File: src/rtl/core/ll1pe_pkg.sv
package ll1pe_pkg;

  // table row/column packed as {nonterminal, terminal}
  localparam int ENTRY_W   = 8;
  localparam int ENTRY_CNT = 256;
  localparam int SYM_W     = 5;
  localparam int LEN_W     = 5;
  localparam int SLOT_W    = 4;
  localparam int CFG_IDX_W = 2;

  localparam logic [1:0] ACT_HEADER = 2'd0;
  localparam logic [1:0] ACT_SYMBOL = 2'd1;
  localparam logic [1:0] ACT_START  = 2'd2;
  localparam logic [1:0] ACT_TOKEN  = 2'd3;

  localparam logic [2:0] ST_LOADED   = 3'd0;
  localparam logic [2:0] ST_MATCHED  = 3'd1;
  localparam logic [2:0] ST_ACCEPTED = 3'd2;
  localparam logic [2:0] ST_UNEXP    = 3'd3;
  localparam logic [2:0] ST_NO_RULE  = 3'd4;
  localparam logic [2:0] ST_OVERFLOW = 3'd5;
  localparam logic [2:0] ST_LIMIT    = 3'd6;
  localparam logic [2:0] ST_IDLE     = 3'd7;

  localparam logic [CFG_IDX_W-1:0] REG_START_SYMBOL = 2'd0;
  localparam logic [CFG_IDX_W-1:0] REG_END_MARKER   = 2'd1;

  typedef struct packed {
    logic               wr_en;
    logic               rd_en;
    logic               hdr;        // length word rather than a production slot
    logic               valid_bit;
    logic [ENTRY_W-1:0] entry;
    logic [SLOT_W-1:0]  slot;
    logic [SYM_W-1:0]   wdata;
  } tbl_req_t;

endpackage

File: src/rtl/core/ll1pe_ctrl.sv
module ll1pe_ctrl import ll1pe_pkg::*; #(
  parameter int NUM_NONTERMINALS = 16,
  parameter int NUM_TERMINALS    = 16,
  parameter int MAX_PROD_LEN     = 8,
  parameter int STACK_DEPTH      = 64,
  parameter int MAX_EXPANSIONS   = 64
) (
  input  logic             clk,
  input  logic             rst,
  input  logic             in_valid,
  output logic             in_ready,
  input  logic [1:0]       action,
  input  logic [3:0]       nonterminal,
  input  logic [3:0]       terminal,
  input  logic             entry_valid,
  input  logic [3:0]       prod_length,
  input  logic [2:0]       position,
  input  logic [4:0]       symbol,
  output logic             out_valid,
  input  logic             out_ready,
  output logic [2:0]       status,
  output logic [6:0]       stack_depth,
  output logic [4:0]       top_symbol,
  output logic [6:0]       expansions,
  input  logic [3:0]       start_symbol,
  input  logic [3:0]       end_marker,
  output tbl_req_t         tbl_req,
  input  logic [SYM_W-1:0] tbl_rdata,
  input  logic             tbl_entry_ok
);

  localparam int SW  = (MAX_PROD_LEN > 1) ? $clog2(MAX_PROD_LEN) : 1;
  localparam int AW  = $clog2(STACK_DEPTH);
  localparam int SPW = $clog2(STACK_DEPTH + 1);
  localparam int CW  = $clog2(MAX_EXPANSIONS + 1);
  localparam int XW  = SPW + LEN_W;

  localparam logic [2:0] S_IDLE  = 3'd0;
  localparam logic [2:0] S_CHECK = 3'd1;
  localparam logic [2:0] S_LEN   = 3'd2;
  localparam logic [2:0] S_PUSH  = 3'd3;
  localparam logic [2:0] S_POPRD = 3'd4;
  localparam logic [2:0] S_EMIT  = 3'd5;

  logic [2:0]       state;
  logic [SPW-1:0]   sp;
  logic [SYM_W-1:0] top;
  logic             active;
  logic [3:0]       tok;
  logic [CW-1:0]    cnt;
  logic [SW-1:0]    slot;
  logic             ret_check;
  logic [2:0]       res_status;

  // stack below the top entry; top lives in its own register
  logic [SYM_W-1:0] smem [STACK_DEPTH];
  logic             s_we;
  logic             s_re;
  logic [AW-1:0]    s_waddr;
  logic [AW-1:0]    s_raddr;
  logic [SYM_W-1:0] s_wdata;
  logic [SYM_W-1:0] s_rdata;

  logic             fire;
  logic             in_table;
  logic [LEN_W-1:0] len_clamp;
  logic             rule_ok;
  logic             fits;
  logic [SPW-1:0]   sp_m2;
  logic [SW-1:0]    slot_m1;
  logic [LEN_W-1:0] tlen_m1;
  logic             is_end;

  assign in_ready = (state == S_IDLE);
  assign fire     = in_valid && in_ready;
  assign in_table = (5'(nonterminal) < 5'(NUM_NONTERMINALS)) &&
                    (5'(terminal) < 5'(NUM_TERMINALS));
  assign len_clamp = (5'(prod_length) > 5'(MAX_PROD_LEN)) ? 5'(MAX_PROD_LEN)
                                                          : 5'(prod_length);
  assign rule_ok  = (5'(top[3:0]) < 5'(NUM_NONTERMINALS)) &&
                    (5'(tok) < 5'(NUM_TERMINALS)) && tbl_entry_ok;
  // depth after the top is replaced must not pass the stack size
  assign fits     = (XW'(sp) + XW'(tbl_rdata)) <= XW'(STACK_DEPTH + 1);
  assign sp_m2    = sp - SPW'(2);
  assign slot_m1  = slot - SW'(1);
  assign tlen_m1  = tbl_rdata - LEN_W'(1);
  assign is_end   = (top[3:0] == end_marker);

  always_comb begin
    tbl_req           = '0;
    tbl_req.entry     = {top[3:0], tok};
    tbl_req.valid_bit = entry_valid;
    s_we    = 1'b0;
    s_re    = 1'b0;
    s_waddr = sp[AW-1:0];
    s_raddr = sp_m2[AW-1:0];
    s_wdata = tbl_rdata;
    unique case (state)
      S_IDLE: begin
        tbl_req.entry = {nonterminal, terminal};
        tbl_req.hdr   = (action == ACT_HEADER);
        tbl_req.slot  = 4'(position);
        tbl_req.wdata = (action == ACT_HEADER) ? len_clamp : symbol;
        tbl_req.wr_en = fire && in_table &&
                        ((action == ACT_HEADER) ||
                         ((action == ACT_SYMBOL) && (5'(position) < 5'(MAX_PROD_LEN))));
        if (fire && (action == ACT_START)) begin
          s_we    = 1'b1;
          s_waddr = '0;
          s_wdata = {1'b0, end_marker};
        end
      end
      S_CHECK: begin
        tbl_req.rd_en = 1'b1;
        tbl_req.hdr   = 1'b1;
        s_re = (sp > SPW'(1)) && !top[4] && (top == {1'b0, tok});
      end
      S_LEN: begin
        tbl_req.rd_en = fits && (tbl_rdata != '0);
        tbl_req.slot  = 4'(tlen_m1);
        s_re = fits && (tbl_rdata == '0) && (sp > SPW'(1));
      end
      S_PUSH: begin
        tbl_req.rd_en = (slot != '0);
        tbl_req.slot  = 4'(slot_m1);
        s_we = (slot != '0);
      end
      S_POPRD, S_EMIT: begin
      end
      default: begin
      end
    endcase
  end

  // no read ever lands in the cycle of a write to the same entry
  always_ff @(posedge clk) begin
    if (s_we) begin
      smem[s_waddr] <= s_wdata;
    end
    if (s_re) begin
      s_rdata <= smem[s_raddr];
    end
  end

  always_ff @(posedge clk) begin
    if (rst) begin
      state     <= S_IDLE;
      sp        <= '0;
      active    <= 1'b0;
      out_valid <= 1'b0;
    end else begin
      if (out_valid && out_ready && (state != S_EMIT)) begin
        out_valid <= 1'b0;
      end
      unique case (state)
        S_IDLE: begin
          if (fire) begin
            cnt <= '0;
            unique case (action)
              ACT_HEADER, ACT_SYMBOL: begin
                res_status <= ST_LOADED;
                state      <= S_EMIT;
              end
              ACT_START: begin
                res_status <= ST_LOADED;
                state      <= S_EMIT;
                top        <= {1'b1, start_symbol};
                sp         <= SPW'(2);
                active     <= 1'b1;
              end
              ACT_TOKEN: begin
                tok <= terminal;
                if (active) begin
                  state <= S_CHECK;
                end else begin
                  res_status <= ST_IDLE;
                  state      <= S_EMIT;
                end
              end
              default: begin
              end
            endcase
          end
        end
        S_CHECK: begin
          priority if (sp == '0) begin
            res_status <= ST_UNEXP;
            active     <= 1'b0;
            state      <= S_EMIT;
          end else if (!top[4]) begin
            if (top != {1'b0, tok}) begin
              res_status <= ST_UNEXP;
              active     <= 1'b0;
              state      <= S_EMIT;
            end else begin
              sp         <= sp - SPW'(1);
              res_status <= is_end ? ST_ACCEPTED : ST_MATCHED;
              if (is_end) begin
                active <= 1'b0;
              end
              ret_check <= 1'b0;
              state     <= (sp > SPW'(1)) ? S_POPRD : S_EMIT;
            end
          end else if (!rule_ok) begin
            res_status <= ST_NO_RULE;
            active     <= 1'b0;
            state      <= S_EMIT;
          end else if (cnt >= CW'(MAX_EXPANSIONS)) begin
            res_status <= ST_LIMIT;
            active     <= 1'b0;
            state      <= S_EMIT;
          end else begin
            state <= S_LEN;
          end
        end
        S_LEN: begin
          if (!fits) begin
            res_status <= ST_OVERFLOW;
            active     <= 1'b0;
            state      <= S_EMIT;
          end else begin
            cnt <= cnt + CW'(1);
            sp  <= sp - SPW'(1);
            if (tbl_rdata == '0) begin
              // epsilon: pop and re-examine the new top
              ret_check <= 1'b1;
              state     <= (sp > SPW'(1)) ? S_POPRD : S_CHECK;
            end else begin
              slot  <= SW'(tlen_m1);
              state <= S_PUSH;
            end
          end
        end
        S_PUSH: begin
          sp <= sp + SPW'(1);
          if (slot == '0) begin
            top   <= tbl_rdata;
            state <= S_CHECK;
          end else begin
            slot <= slot_m1;
          end
        end
        S_POPRD: begin
          top   <= s_rdata;
          state <= ret_check ? S_CHECK : S_EMIT;
        end
        S_EMIT: begin
          if (!out_valid || out_ready) begin
            out_valid   <= 1'b1;
            status      <= res_status;
            stack_depth <= 7'(sp);
            top_symbol  <= (sp != '0) ? top : '0;
            expansions  <= 7'(cnt);
            state       <= S_IDLE;
          end
        end
        default: begin
          state <= S_IDLE;
        end
      endcase
    end
  end

endmodule

File: config.mk
export PLATFORM = sky130hd
export DESIGN_NAME = ll1pe_ctrl
export DESIGN_NICKNAME = d
export VERILOG_FILES = /design/src/rtl/core/ll1pe_pkg.sv /design/src/rtl/core/ll1pe_ctrl.sv
export SDC_FILE = /design/constraint.sdc
export NUM_CORES = 1
export LEC_CHECK = 0
export BUFFER_PORTS_ARGS = -buffer_cell sky130_fd_sc_hd__buf_2
export CORE_MARGIN = 2
export CORE_UTILIZATION = 30
export CTS_CLUSTER_DIAMETER = 50
export DETAILED_ROUTE_END_ITERATION = 8
export HOLD_SLACK_MARGIN = 0.02
export SYNTH_ARGS = -nofsm -noshare
export SYNTH_HDL_FRONTEND = slang
export SYNTH_SLANG_ARGS = --single-unit
File: constraint.sdc
create_clock -name clk -period 5.7 [get_ports clk]
set_input_delay 0.285 -clock clk [delete_from_list [all_inputs] [get_ports clk]]
set_output_delay 0.285 -clock clk [all_outputs]
set_load 0.01 [all_outputs]
Word-level counts from Yosys, hierarchy flattened. Memories as Yosys holds them, arrays and structs flattened. A register that Yosys moved wholly into a read port is not among the register bits. Cells that the tools add are included.

Bits in registers: 57. Bits in latches: 0. Bits in writable memories: 320. Bits in read-only memories: 0. Input port bits: 41. Output and inout port bits: 45. Word-level logic and storage cells: 174. Memories: 1.

Add/sub/neg operators: 7. $mul: 0. Div/mod/pow operators: 0. Magnitude comparators: 4. Equality and inequality tests: 27. Shifts and indexed selects: 0. Multiplexer cells: 81. Bitwise operators: 1. Reductions and logical operators: 39.

Memory list: smem (words 64, width 5, rd ports 1, clocked after Yosys merged registers in 1, wr ports 1, RTL line ll1pe_ctrl.sv:56) `logic [SYM_W-1:0] smem [STACK_DEPTH];`.

Operator list (count): $mux 3 (22); $mux 7 (8); $mux 5 (7); $pmux 7 s4 (1); $mux 1 (23); $ne 2x2->1 const B (10); $pmux 3 s2 (3); $pmux 3 s6 (1); $pmux 5 s3 (1); $add 7x1->7 const B (2); $pmux 7 s2 (1); $reduce_and 7->1 (2); $mux 6 (2); $pmux 4 s3 (1); $reduce_and 6->1 (2); $logic_and 1x1->1 (10); $ne 5x5->1 const B (2); $reduce_and 5->1 (2); $pmux 3 s3 (1); $reduce_bool 3->1 (3); $add 7x5->8 (1); $le 8x7->1 const B (1); $mux 8 (1); $pmux 1 s2 (4); 34 further kinds (48).

Depth between registers and ports, before layout.
Depth in word-level cells: 7. Depth in mapped cells: 14. Depth with buffers taken out: 10.

Worst setup path after synthesis. OpenSTA, ideal clock, no wires.

Path type: reg2reg. Start: register state[2]. End: memory smem[0][0], data pin. Setup time: 0.702 ns. Data arrival time: 3.631 ns. Data required time: 4.998 ns. Path slack: 1.367 ns. Cell stages (with the launch flop): 7. Path buffers: 2. Period minus slack after synthesis: 4.333 ns. Cells stage by stage: dfxtp_1 > clkbuf_1 > inv_2 > nand2_1 > nor3_1 > clkbuf_1 > o21ai_0.

Word-level cells in the longest chain between the ends: 5.

Ends and longest elaborated chain: from (decl) (RTL line ll1pe_ctrl.sv:45) `logic [2:0] state;`; from (signal assigned) (RTL line ll1pe_ctrl.sv:202) `state <= (sp > SPW'(1)) ? S_POPRD : S_EMIT;`; from (signal assigned) (RTL line ll1pe_ctrl.sv:227) `state <= (sp > SPW'(1)) ? S_POPRD : S_CHECK;`; from (signal assigned) (RTL line ll1pe_ctrl.sv:245) `state <= ret_check ? S_CHECK : S_EMIT;`; $logic_not 3->1 * (RTL line ll1pe_ctrl.sv:74, ll1pe_ctrl.sv:98); $logic_and 1x1->1 (RTL line ll1pe_ctrl.sv:75) `assign fire = in_valid && in_ready;`; $logic_and 1x1->1 (RTL line ll1pe_ctrl.sv:107) `if (fire && (action == ACT_START)) begin`; $mux 5 (RTL line ll1pe_ctrl.sv:107); $mux 5 * (RTL line ll1pe_ctrl.sv:98) `unique case (state)`; net s_wdata[0] (RTL line ll1pe_ctrl.sv:61) `logic [SYM_W-1:0] s_wdata;`; to (decl) (RTL line ll1pe_ctrl.sv:56).

Mark *: on every way through the listed nets, which the timed path passes. The rest lies on a longest branch.

Worst setup path after layout.
Start: register state[1]. End: memory smem[44][3] (enable).

Word-level cells in the longest chain between the ends: 7. Elaborated cells on any way between the ends: 10. Classes of those cells: 1 x eq/ne; 6 x mux; 3 x reduce/logical.

Ends and longest elaborated chain: $logic_not 3->1 (RTL line ll1pe_ctrl.sv:74, ll1pe_ctrl.sv:98); $logic_and 1x1->1 (RTL line ll1pe_ctrl.sv:75); $logic_and 1x1->1 (RTL line ll1pe_ctrl.sv:107); $mux 1 (RTL line ll1pe_ctrl.sv:107); $pmux 1 s2 (RTL line ll1pe_ctrl.sv:98); $mux 1 (RTL line ll1pe_ctrl.sv:137) `if (s_we) begin`; $mux 1 (implied by the code) (RTL line ll1pe_ctrl.sv:138) `smem[s_waddr] <= s_wdata;`.

Parallel ways exist; a longest one is shown, timed or not.

==> flow_summary.toml <==
[clocking]
cts.clk_slew.worst_paths_ns = 0.06
htreeDepth = 2
cts.sinks = 382
cts_buffers = 43
clockRootBuffer = "clkbuf_16"
clock_latency_ns = 0.57
clock_path_buffers = 3
cts_tree = "done"
cts_setup_buffers = 0

[cells_and_area]
utilization_pct = 35.2
layout_common_cells = "edfxtp_1, nor2_1, mux4_2, buf_2, nand2_1"
syn2layout_area_growth_pct = 15.5
layout-drive-gt1-share_pct = 24.3
fillerInstances = 5066
nNetsFinal = 1161
final_common_cell = "edfxtp_1"
antenna_cells = 0

[yosys]
synth-xor-area-share_pct = 1.17
synth.largest_area_cell = "edfxtp_1"
synth_cell_type_count = 61
synthFlopType = "edfxtp_1"
ys_warn_count = 0
synth_adder_area_share_pct = 1.33
synth_top_area_share_pct = 67.3
yosys-top-cells-area = "edfxtp_1, mux4_2, nor2_1, nand2_1, dfxtp_1"
syn_nets = 1071
synth_top_family_by_area = "multiplexers"
synth-simple-area-share_pct = 8.41
synth_cells = 1013
synth_mux_area_share_pct = 13.9
synth_edf_count = 370
async_reset_ff_share_pct = 0
yosysSeqAreaShare_pct = 68.8
synth_compound_area_share_pct = 4.28
ys_ff_latch = 382
synthesis.area_mm2 = 0.0165
avgSynthCellArea_um2 = 16.3

[timing]
setup_viol = 0
worst_slew_pin_slew_ns = 0.967
period_minus_slack_ns = 4.20
fmax_ghz = 0.238
tns_ns = 0
rsz0062_at_grt = "false"
clock-skew-final_ns = 0.0242
maxSlewViolCount = 0
max_slew_margin_pct = 35.5
finalCritPeriodShare_pct = 73.8
finalHoldViolCount = 0

[die]
fp.dieW_um = 239
core_mm2 = 0.0541
start_util_pct = 30.5
die_area_mm2 = 0.0569
io_pins = 86
die_h_um = 239
rows = 85

[outcome]
outcome = "finished, final reports clean"

[detailed_routing]
ant_nets = 0
num_vias = 9385
vias_per_cell = 5.12
first_pass_iters = 6
finalWirelength_um = 38600
dr.first_iter.drc_count = 1134
wire_per_inst_um = 21.1
drc_errors = 0

[grt]
grt_first_pass_wirelength_um = 58900
grt_usage_pct = 13.6
antenna_found_initial = 0
first_global_vias = 9454
grt.overflow.total = 0
grt_max_degree = 65

[worst_setup_path]
arrival_ns = 4.42
crit_type = "register to register"
cp-start-kind = "register"
path_max_fanout = 19
cp.required_ns = 5.91
crit_path_end_kind = "register"

[power_and_ir_drop]
powerDensity_mw_per_mm2 = 372
ir_worst_vdd_uv = 194
leakagePower_uw = 0.00608

[run]
cap_violations = 0

[worst_hold_path]
hp-class = "input port to register"

[placed_design]
dp_hpwl_um = 25500
portBuffers = 83
gp_congestion = 0.902
[metal layers]
metal | part of all wire [%] | up-vias | GRT usage (%)
met5 | 0 | - | 0
met4 | 2.5 | 0 | 4.58
met3 | 6.7 | 70 | 2.31
met2 | 48 | 391 | 22.3
met1 | 43 | 4755 | 18.4
li1 | - | 4169 | -
[per-stage QoR]
stage	setup WS [ns]	power (µW)	hold WS, ns	cells	area [µm²]
after floorplan	1.37	4150	0.384	1013	16500
after global placement	1.72	4520	0.403	1750	17700
after detailed placement	1.55	4540	0.406	1750	17700
after CTS	1.56	7140	0.113	1832	19100
after global routing	1.16	7360	0.139	1832	19100
final	1.50	7080	0.140	1832	19100
[critical path, cell delays in order (launching register included)]
cell and delay, ns:
dfxtp_1 0.79, nor2_1 0.22, nand2_1 0.47, inv_1 0.38, nand2_1 0.46, nand2_1 0.30
nor2_1 0.23, nand3_1 0.47, nor2_1 0.55
[kinds of logic after synthesis]
logic type,after synthesis
compound gates,107
xor+xnor,22
fa+ha+maj,17
buf+inv,75
flops,382
mux,111
simple gates,299
[cell usage after synthesis, types with 6 or more instances]
| library cell | n |
|---|---|
| and3_1 | 6 |
| nand2_1 | 77 |
| o22ai_1 | 12 |
| clkbuf_1 | 35 |
| ha_1 | 16 |
| mux2i_1 | 16 |
| edfxtp_1 | 370 |
| and2_1 | 8 |
| xnor2_1 | 7 |
| nand3_1 | 18 |
| dfxtp_1 | 12 |
| buf_2 | 8 |
| nor3_1 | 18 |
| mux4_2 | 95 |
| inv_1 | 13 |
| or3_1 | 7 |
| nand3b_1 | 6 |
| nor2b_1 | 22 |
| xor2_1 | 15 |
| a21oi_1 | 29 |
| o21ai_0 | 15 |
| nor2_1 | 112 |
| buf_1 | 6 |
[final cells by class]
class | instances | area (µm²) | share of cell area [%]
clock buffer | 48 | 1120 | 5.86
tap | 696 | 871 | 4.57
multi-input combinational | 556 | 4850 | 25.5
clock inverter | 30 | 223 | 1.17
timing repair buffer | 102 | 568 | 2.98
inverter | 18 | 67.6 | 0.355
sequential | 382 | 11400 | 59.6
[flip-flops by register name (all words and copies together) (netlist names), 4 cells and up]
name / count
tok: 4
top: 5
top_symbol: 5
smem: 320
cnt: 7
sp: 7
stack_depth: 7
s_rdata: 5
expansions: 7
[power breakdown]
part / internal, µW / switching, µW / leakage [µW]
sequential: 3170 / 89.6 / 0.00344
clock: 1480 / 1130 / 0.000651
combinational: 513 / 697 / 0.00199
[path summary, 6_finish.rpt]
kind	startpoint	to	slack [ns]	cells after the start
min reg2reg	res_status[2]$_DFFE_PP_	status[2]$_DFFE_PP_	0.42	0
min	tbl_rdata[0]	slot[0]$_DFFE_PP_	0.14	2
max	state[1]$_SDFFE_PP0P_	smem[44][3]$_DFFE_PP_	1.50	8
max reg2reg	state[1]$_SDFFE_PP0P_	smem[44][3]$_DFFE_PP_	1.50	8
[what timing repair did]
item,in CTS,in global routing
hold buffers,4,0
gates resized for setup,0,0
hold endpoints to repair,4,0
Note: power is estimated with default switching activity, not from simulation.
